==> src/rar_pkg.sv <==
// ----------------------------------------------------------------------------
// rar_pkg: shared definitions for the rational arithmetic reducer
// Operation codes, output widths and the control word that travels with
// each request through the pipeline.
// ----------------------------------------------------------------------------
package rar_pkg;

    localparam int OPERAND_WIDTH_DEF = 16;
    localparam int REQ_W             = 2;
    localparam int NUM_OUT_W         = 33;
    localparam int DEN_OUT_W         = 32;
    localparam int OUT_TDATA_W       = ((NUM_OUT_W + DEN_OUT_W + 7) / 8) * 8;

    localparam logic [REQ_W-1:0] OP_ADD = 2'd0;
    localparam logic [REQ_W-1:0] OP_SUB = 2'd1;
    localparam logic [REQ_W-1:0] OP_MUL = 2'd2;
    localparam logic [REQ_W-1:0] OP_DIV = 2'd3;

    typedef struct packed {
        logic valid;
        logic err;
        logic neg_num;
        logic neg_den;
    } ctl_t;

endpackage

==> src/rar_front.sv <==
// ----------------------------------------------------------------------------
// rar_front: cross multiplication and combination
// Two register stages: the three products, then the signed numerator and
// denominator split into sign and magnitude (magnitudes 0 and 1 on an error).
// ----------------------------------------------------------------------------
module rar_front
    import rar_pkg::*;
#(
    parameter int OPERAND_WIDTH = OPERAND_WIDTH_DEF
)
(
    input  logic                         clk,
    input  logic                         rst_n,
    input  logic                         en,
    input  logic                         in_valid,
    input  logic [REQ_W-1:0]             op,
    input  logic signed [OPERAND_WIDTH-1:0] num_a,
    input  logic signed [OPERAND_WIDTH-1:0] den_a,
    input  logic signed [OPERAND_WIDTH-1:0] num_b,
    input  logic signed [OPERAND_WIDTH-1:0] den_b,
    output ctl_t                         ctl,
    output logic [2*OPERAND_WIDTH-1:0]   num_mag,
    output logic [2*OPERAND_WIDTH-1:0]   den_mag
);

    localparam int W  = OPERAND_WIDTH;
    localparam int MW = 2 * W;

    logic                  valid1_reg;
    logic                  err1_reg;
    logic [REQ_W-1:0]      op1_reg;
    logic signed [MW-1:0]  pa_reg, pa_next;
    logic signed [MW-1:0]  pb_reg, pb_next;
    logic signed [MW-1:0]  pc_reg, pc_next;
    logic                  err_next;

    ctl_t                  ctl_reg, ctl_next;
    logic [MW-1:0]         num_mag_reg, num_mag_next;
    logic [MW-1:0]         den_mag_reg, den_mag_next;
    logic signed [MW:0]    rn;
    logic signed [MW:0]    rd;

    always_comb
    begin
        pa_next  = num_a * ((op == OP_MUL) ? num_b : den_b);
        pb_next  = num_b * den_a;
        pc_next  = den_a * den_b;
        err_next = (den_a == '0) || (den_b == '0) || ((op == OP_DIV) && (num_b == '0));
    end

    always_ff @(posedge clk or negedge rst_n)
    begin
        if (!rst_n)
        begin
            valid1_reg <= 1'b0;
        end
        else if (en)
        begin
            valid1_reg <= in_valid;
        end
    end

    always_ff @(posedge clk)
    begin
        if (en)
        begin
            err1_reg <= err_next;
            op1_reg  <= op;
            pa_reg   <= pa_next;
            pb_reg   <= pb_next;
            pc_reg   <= pc_next;
        end
    end

    always_comb
    begin
        case (op1_reg)
            OP_ADD:  rn = (MW+1)'(pa_reg) + (MW+1)'(pb_reg);
            OP_SUB:  rn = (MW+1)'(pa_reg) - (MW+1)'(pb_reg);
            default: rn = (MW+1)'(pa_reg);
        endcase
        rd = (op1_reg == OP_DIV) ? (MW+1)'(pb_reg) : (MW+1)'(pc_reg);
        ctl_next.valid   = valid1_reg;
        ctl_next.err     = err1_reg;
        ctl_next.neg_num = rn[MW];
        ctl_next.neg_den = rd[MW];
        num_mag_next     = rn[MW] ? MW'(-rn) : MW'(rn);
        den_mag_next     = rd[MW] ? MW'(-rd) : MW'(rd);
        if (err1_reg)
        begin
            num_mag_next = '0;
            den_mag_next = MW'(1);
        end
    end

    always_ff @(posedge clk or negedge rst_n)
    begin
        if (!rst_n)
        begin
            ctl_reg <= '0;
        end
        else if (en)
        begin
            ctl_reg <= ctl_next;
        end
    end

    always_ff @(posedge clk)
    begin
        if (en)
        begin
            num_mag_reg <= num_mag_next;
            den_mag_reg <= den_mag_next;
        end
    end

    assign ctl     = ctl_reg;
    assign num_mag = num_mag_reg;
    assign den_mag = den_mag_reg;

endmodule

==> config.mk <==
export PLATFORM = sky130hd
export DESIGN_NAME = rar_front
export DESIGN_NICKNAME = d
export VERILOG_FILES = /design/src/rar_pkg.sv /design/src/rar_front.sv
export SDC_FILE = /design/constraint.sdc
export NUM_CORES = 2
export LEC_CHECK = 0
export BUFFER_PORTS_ARGS = -buffer_cell sky130_fd_sc_hd__buf_2
export CORE_UTILIZATION = 57
export DETAILED_ROUTE_END_ITERATION = 8
export PLACE_DENSITY_LB_ADDON = 0.1
export SLEW_MARGIN = 20
export SYNTH_ARGS = -nofsm -noshare
export SYNTH_HDL_FRONTEND = slang
export SYNTH_SLANG_ARGS = --single-unit
==> constraint.sdc <==
create_clock -name clk -period 7.2 [get_ports clk]
set_input_delay 0.72 -clock clk [delete_from_list [all_inputs] [get_ports clk]]
set_output_delay 0.72 -clock clk [all_outputs]
set_load 0.01 [all_outputs]
==> impl_metrics.json <==
{
  "status": "completed",
  "synth_flop_cell": "edfxtp_1",
  "synth_top_family_by_area": "adder cells",
  "wl_per_cell_um": 18.5,
  "yosys_register_bits": 168,
  "setup_violations": 0,
  "yosys_warnings": 0,
  "clock_path_buffers": 2,
  "area_growth_pct": 9.87,
  "max_stage_delay_ps": 560,
  "muxShareOfSynthArea_pct": 1.80,
  "synthesis.area_um2": 39700,
  "grt_antenna_before_repair": 5,
  "cap_viol_max_count": 0,
  "dpl.hpwl_mm": 86.2,
  "fp.dieH_um": 266,
  "crit_path_end_kind": "register",
  "clock_latency_ps": 510,
  "final_antenna_net_count": 0,
  "drive_gt1_share_pct": 10.8,
  "wirelength_mm": 101,
  "drv_slew": 0,
  "root_buffer": "clkbuf_16",
  "tightestPinTransition_ps": 991,
  "drt_iter0_drc": 2065,
  "crit_required_ps": 7440,
  "final_nets": 5676,
  "synthCells": 4281,
  "avgSynthCellArea_um2": 9.28,
  "drc": 0,
  "synth.distinct_cells": 86,
  "rows": 96,
  "die_x_um": 266,
  "fin_crit_ps": 6920,
  "finClkSkew_ps": 26.8,
  "final_cell_mix": "inv_1, fa_1, nand2_1",
  "relSlewSlack_pct": 34.0,
  "synth-edff-count": 163,
  "path_max_fanout": 16,
  "via_count": 29600,
  "portBuffers": 137,
  "min_path_type": "in -> async",
  "slowest_stage": "fa_1",
  "critPathLaunchType": "input port",
  "final_hold_viol_count": 0,
  "grt_use_total_pct": 30.6,
  "period_share_pct": 96.1,
  "ios": 138,
  "cts_tree": "yes",
  "cts_made_buffers": 17,
  "cp_top_family": "adder cells",
  "synthArstFlopShare_pct": 2.98,
  "crit_top_cell": "fa_1",
  "max_freq_mhz": 144,
  "synthXorXnorAreaFrac_pct": 3.86,
  "rsz0062_at_grt": "false",
  "synth_fa_ha_area_share_pct": 48.5,
  "htreeDepth": 4,
  "initial_utilization_pct": 57.7,
  "cts_sinks": 168,
  "hold_ws_ps": 34.8,
  "gp_congestion": 0.951,
  "grt_pass1_vias": 30400,
  "synth_nets": 5419,
  "arrival_ps": 7160,
  "final_common_cell": "inv_1",
  "critPathBufInv": 5,
  "viasPerCell": 5.39,
  "synth-compound-area-share_pct": 7.24,
  "clkSlewWorstSetupHoldPaths_ps": 70,
  "die-area_um2": 70700,
  "firstDrtPassIters": 5,
  "yosys.area_share.simple_pct": 15.5,
  "synth-seq-area-share_pct": 12.6,
  "postCtsHoldBufs": 0,
  "grt_start_max_net_pins": 106,
  "worstSetupPathType": "in -> reg",
  "core_um2": 68800,
  "grt_first_pass_wirelength_mm": 166,
  "grt_overflow": 0
}
[routing by layer]
| layer | track usage [%] | up-vias | share of wire (%) |
|---|---|---|---|
| li1 | - | 13800 | - |
| met1 | 43.1 | 14800 | 44 |
| met2 | 49.4 | 922 | 47 |
| met3 | 4.88 | 126 | 6.8 |
| met4 | 7.91 | 0 | 2.4 |
| met5 | 0 | - | 0 |
[cells by family after synthesis]
group                    after synthesis
AND/OR/NAND/NOR                     1256
buffers and inverters               1102
adder cells (fa/ha/maj)             1068
AO/OA/AOI/OAI                        444
XOR/XNOR                             175
flip-flops                           168
multiplexers                          68
[final cells by class]
| cell class | instances | area [µm²] |
|---|---|---|
| tap | 931 | 1160 |
| antenna | 6 | 15.0 |
| timing repair buffer | 414 | 2820 |
| fill | 5918 | 25200 |
| clock buffer | 17 | 425 |
| clock inverter | 15 | 171 |
| sequential | 168 | 5020 |
| inverter | 926 | 3480 |
| multi-input combinational | 3011 | 30500 |
[synth_stat cells (11+ instances only)]
| cell type | n | area [µm²] |
|---|---|---|
| nand2b_1 | 28 | 175 |
| nor2_1 | 171 | 642 |
| and2_1 | 306 | 1910 |
| o211ai_1 | 11 | 82.6 |
| o31ai_1 | 17 | 128 |
| ha_1 | 280 | 3500 |
| nor4_1 | 24 | 150 |
| xor2_1 | 56 | 490 |
| nor3_1 | 55 | 275 |
| nand3_1 | 22 | 110 |
| a21o_1 | 47 | 353 |
| o21a_1 | 24 | 180 |
| buf_2 | 12 | 60.1 |
| inv_1 | 924 | 3470 |
| a21oi_1 | 129 | 646 |
| fa_1 | 788 | 15800 |
| mux2i_1 | 45 | 450 |
| clkbuf_1 | 158 | 593 |
| or3_1 | 19 | 119 |
| a211oi_1 | 18 | 135 |
| nand2_1 | 519 | 1950 |
| a31oi_1 | 24 | 150 |
| o21ai_0 | 69 | 345 |
| xnor2_1 | 119 | 1040 |
| o21ai_1 | 17 | 85.1 |
| mux2_2 | 20 | 225 |
| edfxtp_1 | 163 | 4890 |
| and3_1 | 21 | 131 |
| nand4_1 | 19 | 119 |
| nor2b_1 | 22 | 138 |
| o21bai_1 | 17 | 128 |
[through the flow]
stage | cell area (µm²) | util [%] | cells | setup TNS (ps) | setup WS (ps)
finish | 43600 | 63.4 | 5488 | 0 | 278
detailed placement | 43000 | 62.5 | 5450 | -666 | -283
global placement | 43000 | 62.5 | 5450 | -415 | -256
CTS | 43600 | 63.4 | 5482 | 0 | 252
global route | 43600 | 63.4 | 5487 | 0 | 40.1
floorplan | 39700 | - | 4281 | 0 | 33.2
[final timing paths]
check                      slack [ps]  depth (start not counted)       from          end
min in group clk                  470                          2   in_valid   valid1_reg
max in group asynchronous        7030                          1      rst_n       ctl[3]
max                               280                         25      op[0]   pa_reg[31]
min                                30                          1      rst_n       ctl[0]
min reg2reg                       510                          1     ctl[2]       ctl[2]
max reg2reg                      1400                         17  pb_reg[8]  num_mag[16]
[timing repair]
item	CTS	global route
resized for setup	0	2
setup endpoints to repair	0	1
setup buffers	0	0
Power is not shown: default switching activity piles up to over one toggle a cycle in this logic, so the estimate is an artifact.
