## config.mk

```make
export PLATFORM = sky130hd
export DESIGN_NAME = rar_gcd_stage
export DESIGN_NICKNAME = d
export VERILOG_FILES = /design/src/rar_pkg.sv /design/src/rar_gcd_stage.sv
export SDC_FILE = /design/constraint.sdc
export NUM_CORES = 1
export LEC_CHECK = 0
export BUFFER_PORTS_ARGS = -buffer_cell sky130_fd_sc_hd__clkbuf_2
export CORE_MARGIN = 2
export CORE_UTILIZATION = 30
export CTS_CLUSTER_SIZE = 14
export DETAILED_ROUTE_END_ITERATION = 12
export PLACE_DENSITY = 0.63
export SYNTH_ARGS = -nofsm -noshare
export SYNTH_HDL_FRONTEND = slang
export SYNTH_SLANG_ARGS = --single-unit
```

## constraint.sdc

```tcl
create_clock -name clk -period 0.8 [get_ports clk]
set_clock_uncertainty 0.05 [all_clocks]
set_input_delay 0.12 -clock clk [delete_from_list [all_inputs] [get_ports clk]]
set_output_delay 0.12 -clock clk [all_outputs]
set_load 0.02 [all_outputs]
```

## src/rar_pkg.sv

```systemverilog
// ----------------------------------------------------------------------------
// rar_pkg: shared definitions for the rational arithmetic reducer
// Operation codes, output widths and the control word that travels with
// each request through the pipeline.
// ----------------------------------------------------------------------------
package rar_pkg;

    localparam int OPERAND_WIDTH_DEF = 16;
    localparam int REQ_W             = 2;
    localparam int NUM_OUT_W         = 33;
    localparam int DEN_OUT_W         = 32;
    localparam int OUT_TDATA_W       = ((NUM_OUT_W + DEN_OUT_W + 7) / 8) * 8;

    localparam logic [REQ_W-1:0] OP_ADD = 2'd0;
    localparam logic [REQ_W-1:0] OP_SUB = 2'd1;
    localparam logic [REQ_W-1:0] OP_MUL = 2'd2;
    localparam logic [REQ_W-1:0] OP_DIV = 2'd3;

    typedef struct packed {
        logic valid;
        logic err;
        logic neg_num;
        logic neg_den;
    } ctl_t;

endpackage

```

## src/rar_gcd_stage.sv

```systemverilog
// ----------------------------------------------------------------------------
// rar_gcd_stage: one step of the binary gcd
// Halves, or subtracts and halves, the working pair once and counts shared
// factors of two; the two magnitudes to be reduced ride along unchanged.
// ----------------------------------------------------------------------------
module rar_gcd_stage
    import rar_pkg::*;
#(
    parameter int MW = 2 * OPERAND_WIDTH_DEF,
    parameter int KW = $clog2(MW + 1)
)
(
    input  logic          clk,
    input  logic          rst_n,
    input  logic          en,
    input  ctl_t          ctl_in,
    input  logic [MW-1:0] a_in,
    input  logic [MW-1:0] b_in,
    input  logic [KW-1:0] k_in,
    input  logic [MW-1:0] nm_in,
    input  logic [MW-1:0] dm_in,
    output ctl_t          ctl_out,
    output logic [MW-1:0] a_out,
    output logic [MW-1:0] b_out,
    output logic [KW-1:0] k_out,
    output logic [MW-1:0] nm_out,
    output logic [MW-1:0] dm_out
);

    ctl_t          ctl_reg;
    logic [MW-1:0] a_reg, a_next;
    logic [MW-1:0] b_reg, b_next;
    logic [KW-1:0] k_reg, k_next;
    logic [MW-1:0] nm_reg;
    logic [MW-1:0] dm_reg;

    always_comb
    begin
        a_next = a_in;
        b_next = b_in;
        k_next = k_in;
        if ((a_in == '0) || (b_in == '0))
        begin
            a_next = a_in;
        end
        else if (!a_in[0] && !b_in[0])
        begin
            a_next = a_in >> 1;
            b_next = b_in >> 1;
            k_next = k_in + KW'(1);
        end
        else if (!a_in[0])
        begin
            a_next = a_in >> 1;
        end
        else if (!b_in[0])
        begin
            b_next = b_in >> 1;
        end
        else if (a_in >= b_in)
        begin
            a_next = (a_in - b_in) >> 1;
        end
        else
        begin
            b_next = (b_in - a_in) >> 1;
        end
    end

    always_ff @(posedge clk or negedge rst_n)
    begin
        if (!rst_n)
        begin
            ctl_reg <= '0;
        end
        else if (en)
        begin
            ctl_reg <= ctl_in;
        end
    end

    always_ff @(posedge clk)
    begin
        if (en)
        begin
            a_reg  <= a_next;
            b_reg  <= b_next;
            k_reg  <= k_next;
            nm_reg <= nm_in;
            dm_reg <= dm_in;
        end
    end

    assign ctl_out = ctl_reg;
    assign a_out   = a_reg;
    assign b_out   = b_reg;
    assign k_out   = k_reg;
    assign nm_out  = nm_reg;
    assign dm_out  = dm_reg;

endmodule

```

==> qor.yml <==
start_util: 0.3033
root_buffer: "clkbuf_16"
hold_viol: 0
worstPathMaxFanout: 8
gp_congestion: 0.9613
maxSlewHeadroom: 0.5200
layout_common_cells: "buf_4 (390), buf_6 (143), edfxtp_1 (134)"
cts.htree.levels: 4
drtIter0Drc: 821
vias_per_cell: 5.214
required_ns: 0.91
final_common_cell: "buf_4"
syn_area_um2: 9523
synth_edf_count: 134
crit_start: "a_in[0]"
p_switching_mw: 9.607
grt_pass1_wl_um: 62910
cts.reportedPaths.clkPinSlew_ns: 0.06
tightest_slew_ns: 0.7200
diodes: 0
power_density_nw_per_um2: 1592
cpMostUsedCell: "a21oi_4"
outcome: "finished, violations left"
nets: 1935
cts_made_buffers: 17
die_area_um2: 33180
portBuffers: 278
ys_ff_latch: 138
crit_type: "input port to register"
leakage_nw: 8.087
synth_mux_area_frac: 0.006832
synth-simple-area-share: 0.1221
async_flop_share: 0.02899
max_cap_violations: 0
switching_share: 0.3344
syn_avg_cell_area_um2: 9.838
dp_hpwl_um: 32750
clock-sinks: 138
area_growth_pct: 89.49
place_area_um2: 14450
setup_viol: 212
num_rows: 65
design_area_um2: 18040
holdBufCountCts: 73
seq_area_frac_synth: 0.4331
crit_slowest_cell: "a222oi_1"
ios: 279
grt_pass1_vias: 11170
synth_compound_area_frac: 0.2439
fin_crit_sh: 2.992
wire_per_inst_um: 20.42
synth_top_family_by_area: "compound AO/OA/AOI/OAI gates"
vdd_ir_drop_max_mv: 1.562
power_frac_clock: 0.281
fmax_mhz: 417.8
wirelength_um: 43750
antenna_found_initial: 0
clock_path_buffers: 2
dp_slack_ns: -2.133
drv_slew: 0
grtUsageTotal: 0.2494
path_cells: "clkbuf_16 -> inv_8 -> ha_4 -> fa_2 -> nand2b_4 -> a21oi_4 -> buf_6 -> o21ai_4 -> a21oi_4 -> o31a_1 -> buf_4 -> nor2_4 -> a222oi_1"
endpoint_kind: "register"
coreArea_um2: 31390
syn-num-nets: 1176
drc: 0
dieWidth_um: 182.2
fin_hold_ws_ns: 0.01439
yosysUniqueCellTypes: 78
timing.rr.end: "ctl_out[0]"
yosysWarnings: 0
worstSetupStartpointType: "input port"
cts_tree: "yes"
yosys.area_share.adder: 0.08961
slowest_delay_ns: 0.51
cell_internal_pwr_mw: 19.12
synth_xor_area_frac: 0.05242
nFillCells: 2625
r2r_slack_ns: -0.05
finalWorstSetupSlack_ns: -1.593
r2r_start: "ctl_out[0]"
pwr-share-comb: 0.401
fin_crit_ns: 2.393
clk_latency_ns: 0.44
ys.flop_type: "edfxtp_1"
hp-class: "input port to register"
grt_overflow: 0
via_count: 11170
cp_data_arrival_time_ns: 2.51
critPathCapture: "b_out[20]"
detail-route-antenna-nets: 0
grt_setup_unrepaired: "true"
failed_checks: "setup timing"
reg2regPathDepth: 1
seqPwrFrac: 0.319
firstDrtPassIters: 7
drive_gt1_frac: 0.5259
die_y_um: 182.2
grt_max_degree: 29
synthCells: 968
registers in the layout, indices dropped and copies added (netlist names):
name and flops:
nm_out 32, b_out 32, dm_out 32, ctl_out 4
a_out 32, k_out 6
logic make-up (layout without fill, tap and decap cells):
family,after synthesis,count (layout)
xor+xnor,57,57
buf+inv,122,894
simple gates,240,240
flops,138,138
compound gates,338,338
fa+ha+maj,67,67
mux,6,6
cell type report:
type / instances / area, um^2 / area share
Tap cell: 402 / 503.0 / 0.02787
Clock inverter: 14 / 148.9 / 0.008251
Inverter: 72 / 297.8 / 0.01650
Timing Repair Buffer: 790 / 6550 / 0.3630
Multi-Input combinational cell: 708 / 5987 / 0.3318
Sequential cell: 138 / 4129 / 0.2288
Clock buffer: 18 / 429.2 / 0.02378
power groups by stage:
stage / Sequential (mW) / Combinational (mW) / Clock, mW
after detailed placement: 9.17 / 9.01 / 0
after floorplan: 10.0 / 3.53 / 0
after global routing: 9.21 / 12.2 / 8.47
after global placement: 9.16 / 8.97 / 0
after CTS: 9.03 / 9.96 / 8.20
final: 9.15 / 11.5 / 8.06
per-stage QoR:
step                      setup TNS, ns    util  total power, mW  std cells
after floorplan                 -107.97       -            13.57        968
after global placement          -158.17  0.4602            18.13       1990
after detailed placement        -160.29  0.4602            18.19       1990
after CTS                       -148.95  0.5267            27.19       2119
after global routing            -158.33  0.5748            29.86       2142
final                           -148.76  0.5748            28.73       2142
cells in the mapped netlist (3+ instances only):
cell	n	area, um^2
a2111oi_0	3	26.28
a22oi_1	11	82.58
nand2_1	70	262.8
xnor2_1	37	324.1
or3_1	4	25.02
o31a_1	4	35.03
and3_1	5	31.28
nor2_1	62	232.7
nor2b_1	5	31.28
dfrtp_1	4	100.1
o221a_1	17	191.4
ha_1	65	813.3
a31oi_1	16	100.1
a21oi_1	83	415.4
buf_1	3	11.26
nand3_1	12	60.06
o21ai_1	17	85.08
a211oi_1	6	45.04
a21o_1	37	277.8
o221ai_1	9	78.83
o21ai_0	40	200.2
nand4_1	19	118.9
nand2b_1	8	50.05
inv_1	72	270.3
o21bai_1	8	60.06
clkbuf_1	23	86.33
o22ai_1	20	125.1
xor2_1	20	175.2
nor4_1	17	106.4
or2_2	5	31.28
edfxtp_1	134	4024
o31ai_1	6	45.04
mux2_2	4	45.04
a21boi_0	3	22.52
and2_1	4	25.02
buf_2	22	110.1
o21a_1	12	90.09
a222oi_1	4	40.04
a211o_1	4	35.03
nor3_1	16	80.08
o211ai_1	6	45.04
critical path, delay by kind of cell:
family / cells / cell delay (ns)
AOI/OAI and AO/OA: 5 / 1.23
adders and majority gates: 2 / 0.48
buffers and inverters: 4 / 0.43
and+or+nand+nor: 2 / 0.24
per-layer routing:
layer,up-vias,wire [um],GRT usage
met4,0,1580,0.09774
met3,96,2884,0.04650
met2,513,21250,0.4319
met5,-,0,0
met1,5376,18030,0.3070
li1,5184,-,-
worst min-delay path by stage:
| stage | from | endpoint | slack [ns] | cells after the start |
|---|---|---|---|---|
| 4_1_cts | k_in[3] | k_out[3] | -0.04 | 2 |
| 6_report | en | k_out[3] | 0.01 | 1 |
| 2_1_floorplan | rst_n | ctl_out[0] | -0.23 | 0 |
| 3_3_place_gp | rst_n | ctl_out[2] | -0.11 | 1 |
| 5_1_grt | en | k_out[3] | -0.002 | 1 |
| 3_5_place_dp | rst_n | ctl_out[2] | -0.11 | 1 |
repair_timing:
action                                  4_1_cts  5_1_grt
cloned                                        0        3
setup buffers                                26       21
pin swaps                                    52       56
hold endpoints to repair                     77        1
endpoints found under the setup margin      212      212
gates resized for setup                     108      471
No activity file was read; power rests on OpenSTA's default activity.
