==> config.mk <==
export PLATFORM = sky130hd
export DESIGN_NAME = rar_div_stage
export DESIGN_NICKNAME = d
export VERILOG_FILES = /design/src/rar_pkg.sv /design/src/rar_div_stage.sv
export SDC_FILE = /design/constraint.sdc
export NUM_CORES = 1
export LEC_CHECK = 0
export BUFFER_PORTS_ARGS = -buffer_cell sky130_fd_sc_hd__buf_2
export CAP_MARGIN = 20
export CORE_ASPECT_RATIO = 1.25
export CORE_MARGIN = 10
export CORE_UTILIZATION = 50
export DETAILED_ROUTE_END_ITERATION = 10
export PLACE_DENSITY_LB_ADDON = 0.1
export SETUP_SLACK_MARGIN = 0.15
export SYNTH_ARGS = -nofsm -noshare
export SYNTH_HDL_FRONTEND = slang
export SYNTH_SLANG_ARGS = --single-unit
==> constraint.sdc <==
create_clock -name clk -period 1 [get_ports clk]
set_clock_uncertainty 0.2 [all_clocks]
set_input_delay 0.2 -clock clk [delete_from_list [all_inputs] [get_ports clk]]
set_output_delay 0.2 -clock clk [all_outputs]
set_load 0.03 [all_outputs]
==> src/rar_pkg.sv <==
// ----------------------------------------------------------------------------
// rar_pkg: shared definitions for the rational arithmetic reducer
// Operation codes, output widths and the control word that travels with
// each request through the pipeline.
// ----------------------------------------------------------------------------
package rar_pkg;

    localparam int OPERAND_WIDTH_DEF = 16;
    localparam int REQ_W             = 2;
    localparam int NUM_OUT_W         = 33;
    localparam int DEN_OUT_W         = 32;
    localparam int OUT_TDATA_W       = ((NUM_OUT_W + DEN_OUT_W + 7) / 8) * 8;

    localparam logic [REQ_W-1:0] OP_ADD = 2'd0;
    localparam logic [REQ_W-1:0] OP_SUB = 2'd1;
    localparam logic [REQ_W-1:0] OP_MUL = 2'd2;
    localparam logic [REQ_W-1:0] OP_DIV = 2'd3;

    typedef struct packed {
        logic valid;
        logic err;
        logic neg_num;
        logic neg_den;
    } ctl_t;

endpackage

==> src/rar_div_stage.sv <==
// ----------------------------------------------------------------------------
// rar_div_stage: one restoring division step for both lanes
// Develops one quotient bit of the numerator and of the denominator
// magnitude, each divided by the gcd.
// ----------------------------------------------------------------------------
module rar_div_stage
    import rar_pkg::*;
#(
    parameter int MW = 2 * OPERAND_WIDTH_DEF
)
(
    input  logic          clk,
    input  logic          rst_n,
    input  logic          en,
    input  ctl_t          ctl_in,
    input  logic [MW-1:0] g_in,
    input  logic [MW:0]   rem_n_in,
    input  logic [MW-1:0] dq_n_in,
    input  logic [MW:0]   rem_d_in,
    input  logic [MW-1:0] dq_d_in,
    output ctl_t          ctl_out,
    output logic [MW-1:0] g_out,
    output logic [MW:0]   rem_n_out,
    output logic [MW-1:0] dq_n_out,
    output logic [MW:0]   rem_d_out,
    output logic [MW-1:0] dq_d_out
);

    ctl_t          ctl_reg;
    logic [MW-1:0] g_reg;
    logic [MW:0]   rem_n_reg, rem_n_next;
    logic [MW-1:0] dq_n_reg, dq_n_next;
    logic [MW:0]   rem_d_reg, rem_d_next;
    logic [MW-1:0] dq_d_reg, dq_d_next;
    logic [MW:0]   g_ext;

    always_comb
    begin
        g_ext      = {1'b0, g_in};
        rem_n_next = {rem_n_in[MW-1:0], dq_n_in[MW-1]};
        dq_n_next  = {dq_n_in[MW-2:0], 1'b0};
        if (rem_n_next >= g_ext)
        begin
            rem_n_next   = rem_n_next - g_ext;
            dq_n_next[0] = 1'b1;
        end
        rem_d_next = {rem_d_in[MW-1:0], dq_d_in[MW-1]};
        dq_d_next  = {dq_d_in[MW-2:0], 1'b0};
        if (rem_d_next >= g_ext)
        begin
            rem_d_next   = rem_d_next - g_ext;
            dq_d_next[0] = 1'b1;
        end
    end

    always_ff @(posedge clk or negedge rst_n)
    begin
        if (!rst_n)
        begin
            ctl_reg <= '0;
        end
        else if (en)
        begin
            ctl_reg <= ctl_in;
        end
    end

    always_ff @(posedge clk)
    begin
        if (en)
        begin
            g_reg     <= g_in;
            rem_n_reg <= rem_n_next;
            dq_n_reg  <= dq_n_next;
            rem_d_reg <= rem_d_next;
            dq_d_reg  <= dq_d_next;
        end
    end

    assign ctl_out   = ctl_reg;
    assign g_out     = g_reg;
    assign rem_n_out = rem_n_reg;
    assign dq_n_out  = dq_n_reg;
    assign rem_d_out = rem_d_reg;
    assign dq_d_out  = dq_d_reg;

endmodule

==> results of run 1 <==
-- per-stage QoR --
step	util, %	worst slack [ns]
2_1_floorplan	-	-1.88
3_3_place_gp	74.3	-2.19
3_5_place_dp	74.3	-2.23
4_1_cts	93.4	-1.50
-- cell families after synthesis --
group	share of synthesized area, %
buf+inv	3.72
mux	2.32
compound gates	16.1
fa+ha+maj	9.07
flops	53.5
simple gates	10.3
xor+xnor	4.91
-- synth_stat cells, types with 2 or more instances --
cell | number | area [um2]
a21oi_1 | 74 | 370
nor2_1 | 55 | 206
o21ai_0 | 64 | 320
xnor2_1 | 27 | 236
a31oi_1 | 10 | 62.6
o21bai_1 | 4 | 30.0
clkbuf_1 | 13 | 48.8
nand2b_1 | 12 | 75.1
nor3_1 | 12 | 60.1
buf_6 | 4 | 45.0
a211oi_1 | 10 | 75.1
mux2_4 | 4 | 60.1
o21a_1 | 8 | 60.1
buf_2 | 6 | 30.0
a2111oi_0 | 2 | 17.5
a21o_1 | 30 | 225
o31ai_1 | 5 | 37.5
a311o_1 | 2 | 20.0
o311ai_1 | 2 | 17.5
ha_1 | 64 | 801
nor4_1 | 2 | 12.5
o21ai_1 | 3 | 15.0
nand4_1 | 14 | 87.6
and2_1 | 6 | 37.5
a21boi_0 | 2 | 15.0
and3_1 | 9 | 56.3
mux2i_1 | 2 | 20.0
nand2_1 | 61 | 229
buf_4 | 2 | 15.0
o211ai_1 | 4 | 30.0
a21bo_2 | 2 | 20.0
fa_1 | 2 | 40.0
inv_1 | 55 | 206
nand3_1 | 20 | 100
a21boi_1 | 2 | 15.0
or3_1 | 3 | 18.8
xor2_1 | 25 | 219
mux2_2 | 12 | 135
edfxtp_1 | 162 | 4860
nor2b_1 | 6 | 37.5
dfrtp_1 | 4 | 100
-- what timing repair did --
| item | in CTS |
|---|---|
| gates cloned | 9 |
| pin swaps | 72 |
| hold endpoints to repair | 165 |
| hold buffers | 35 |
| setup buffers | 41 |
| setup endpoints to repair | 238 |
| resized for setup | 573 |
==> metrics.md, run 1 <==
| Metric | Value |
|---|---|
| Post-GRT worst EP | rem_d_out[29]$_DFFE_PP_/D |
| FP Rows | 55 |
| Last stage | global routing |
| Clk root buf | clkbuf_16 |
| Top Ports | between 300 and 400 |
| Status | stopped before the end |
| Distinct cells, synth | 61 |
| Syn avg cell area | 11.2 um2 |
| Worst endpoint type | register data pin |
| Sinks on Clock Net | around 170 |
| Placed Area | 13,500 um2 |
| Die height | about 170 um |
| Pin count of the biggest net entering global routing | 23 |
| Synthesized cell area | 9270 um2 |
| Yosys synthesis warning count | 0 |
| H-tree depth | 4 |
| TritonCTS buffer count | 17 |
| Initial core utilization | 51.0% |
| Syn Inst Count | roughly 830 |
| Top_reg_cell synth | edfxtp_1 |
| Final GP Congestion | 0.936 |
| EDFF count, synth | between 150 and 200 |
| Asr flop ratio synth | 2.41% |
| Error | [ERROR DPL-0038] Utilization greater than 100%, impossible to legalize |
| Cell count after placement | 1,617 |
| Worst-case clock buffer depth | 2 |
| Final HPWL DP | about 27,000 um |
| DIE WIDTH | 142 um |
| Synthesized flop and latch total | 166 |
| Sequential share of the synthesized area | 53.5% |
| Port Buf Inserts | about 330 |
| Net count after synthesis | 1,061 |
==> run 2: changes to the inputs <==
CORE_ASPECT_RATIO = default   (was 1.25)
CORE_UTILIZATION = 35   (was 50)
PLACE_DENSITY_LB_ADDON = 0.15   (was 0.1)
SETUP_SLACK_MARGIN = default   (was 0.15)
==> run 2 against run 1 <==
  * The flow now finishes, with violations (negative hold slack, negative setup slack)
  * Area after synthesis is the same
  * Synthesized cell count stayed put
==> metrics.md, run 2 <==
| Metric | Value |
|---|---|
| Status | finished with violations |
| Failing checks | negative hold slack, negative setup slack |
| Cell count after placement | between 1,500 and 2,000 |
| Worst-Skew Late Latency | roughly 0.43 ns |
| Fmax | 383 MHz |
| Die area | ~33,000 um2 |
| TritonCTS buffer count | 17 |
| Normalized max-slew margin | 75.1% |
| Worst path slowest cell | o31a_4 |
| CTS clk-pin slew, worst paths | 0.08 ns |
| Fin cells | just under 2,000 |
| CTS tree | yes |
| EDFF count, synth | 162 |
| Distinct cells, synth | 61 |
| Final core occ | 69.4% |
| CP Data Required Time | 0.98 ns |
| Most common cell in the netlist | edfxtp_1 |
| Vias in the first global route | 10,100 |
| Syn Inst Count | 826 |
| Leak | 8.02 nW |
| Via count | 9,531 |
| Global-route wire length before repair | 57,100 um |
| Finished layout cell area | 18,100 um2 |
| Layout Nets | 1,821 |
| Synthesized flop and latch total | 166 |
| Period Utilization, post-route | 261% |
| Routed length per instance | 20.0 um |
| Setup CP Type | input pin to flop |
| Drt drc | 0 |
| Top_reg_cell synth | edfxtp_1 |
| Met3 GRT Util | 5.53% |
| Most frequent cells in the layout | buf_4, buf_6, edfxtp_1 |
| Top Ports | 335 |
| Synth top area share | between 50% and 60% |
| Detailed Route Iter0 Violations | 398 |
| Post-Route WL | 38,800 um |
| FP Rows | between 50 and 60 |
| Worst EP arrival | about 2.6 ns |
| Syn avg cell area | 11.2 um2 |
| First-pass DRT Iterations | 5 |
| R2r setup slk | -0.11 ns |
| RSZ-0062 raised after global routing | yes |
| Commonest cells post-synth | edfxtp_1, a21oi_1, ha_1, o21ai_0, nand2_1 |
| H-tree depth | 4 |
| Worst slew pin tran | 0.371 ns |
| Most used routing layer | met2 |
| Worst Hold Slack | -0.114 ns |
| Final Critical Period | about 2.6 ns |
| Net count after synthesis | 1,061 |
| Worst-case clock buffer depth | 2 |
| Sinks on Clock Net | approximately 170 |
| Asr flop ratio synth | 2.41% |
| M1 GR Usage | between 20% and 30% |
| Via density per instance | 4.91 |
| Area leader, netlist | edfxtp_1 |
| Sequential share of the synthesized area | 53.5% |
| Final HPWL DP | between 20,000 and 30,000 um |
| Final GP Congestion | 0.913 |
| Hold buffers post-CTS | 112 |
| Number of max-cap violations | 0 |
| Place WS | -2.27 ns |
| Commonest non-fill, non-tap cell in the layout | buf_4 |
| Worst vdd ir | around 0.91 mV |
| CP startpoint kind | input pin |
| Final worst slack | -1.61 ns |
| Placed Area | 13,800 um2 |
| Ranking of synthesized cells by area | edfxtp_1, ha_1, a21oi_1 |
| Pin count of the biggest net entering global routing | 35 |
| Crit-path cells | buf_4, ha_4, buf_4, o31a_4, nor2_4, o211ai_2, a211o_1, a311oi_4, o41ai_4, buf_6, buf_12, mux2_4 |
| Grt ovf | 0 |
| Core footprint | 26,100 um2 |
| Initial core utilization | 35.6% |
| Slew Viols, Final | 0 |
| PD cells | 1430 nW/um2 |
| Hold crit path type | input pin to asynchronous set/reset pin |
| Total track usage | about 22% |
| Synthesized cell area | 9270 um2 |
| Critical Path End Type | flop |
| Routed Antenna Nets | 0 |
| Port Buf Inserts | 332 |
| Critical Path Most Common Cell | buf_4 |
| Initial antenna violation count | 7 |
| Yosys synthesis warning count | 0 |
| Die height | 183 um |
| Hold Vio Cnt, Final | 42 |
| CP max FO | 7 |
| Layout cell share with drive strength beyond 1 | 56.0% |
| Synth-to-Final Area Change | 95.1% |
| GRT met2 Usage | 38.4% |
| DIE WIDTH | ~180 um |
| Slowest stage delay, CP | 0.35 ns |
| Finish-stage setup viols | 235 |
| Clk root buf | clkbuf_16 |
[run 2: cell counts after synthesis]
Identical to the previous run, type by type.
[run 2: final cells by class]
type,count,area (um2)
Clock inverter,14,150
Inverter,55,293
Clock buffer,18,429
Sequential cell,166,4970
Antenna cell,7,17.5
Fill cell,1852,7960
Timing Repair Buffer,766,6720
Tap cell,335,419
Multi-Input combinational cell,580,5090
[run 2: routing by layer]
metal  part of all wire (%)  vias to the layer above  routed length (um)
li1                       -                     4621                   -
met4                    2.8                        0                1090
met5                      0                        -                   0
met1                     40                     4528               15700
met3                    6.5                       57                2530
met2                     50                      325               19500
[run 2: cell families after synthesis]
| kind of cell | share of synthesized area (%) |
|---|---|
| compound gates | 16.1 |
| simple gates | 10.3 |
| flops | 53.5 |
| buf+inv | 3.72 |
| fa+ha+maj | 9.07 |
| xor+xnor | 4.91 |
| mux | 2.32 |
[run 2: worst max-delay path: cells and delay by family]
family	cells	cell delay, ns
AOI/OAI and AO/OA	5	1.22
adders and majority gates	1	0.17
buffers and inverters	4	0.59
muxes	1	0.30
and+or+nand+nor	1	0.09
[run 2: path summary, 6_finish.rpt]
check,start,cells past startpoint,endpoint
setup / recovery,rem_n_in[1],12,rem_n_out[4]
hold / removal,rst_n,2,ctl_out[1]
setup reg to reg,ctl_out[2],2,ctl_out[2]
hold reg to reg,ctl_out[1],1,ctl_out[1]
max in group asynchronous,rst_n,2,ctl_out[0]
min in group clk,rem_n_in[25],2,rem_n_out[26]
[run 2: stage by stage]
step	power [W]	setup TNS [ns]
CTS	0.0255	-166.19
global route	0.0270	-174.29
floorplan	0.0132	-111.60
detailed placement	0.0166	-164.85
global placement	0.0165	-161.46
finish	0.0259	-162.91
[run 2: power breakdown]
part | internal [W] | switching, W
logic | 0.00507 | 0.00510
clock network | 0.00336 | 0.00333
registers | 0.00861 | 0.000388
total | 0.0170 | 0.00882
[run 2: timing repair]
item / CTS / global route
buffers inserted: 20 / 17
pin swaps: 53 / 67
resized for setup: 507 / 95
endpoints found under the setup margin: 234 / 240
hold endpoints to repair: 161 / 43
cloned: 5 / 3
No activity file was read; power rests on OpenSTA's default activity.
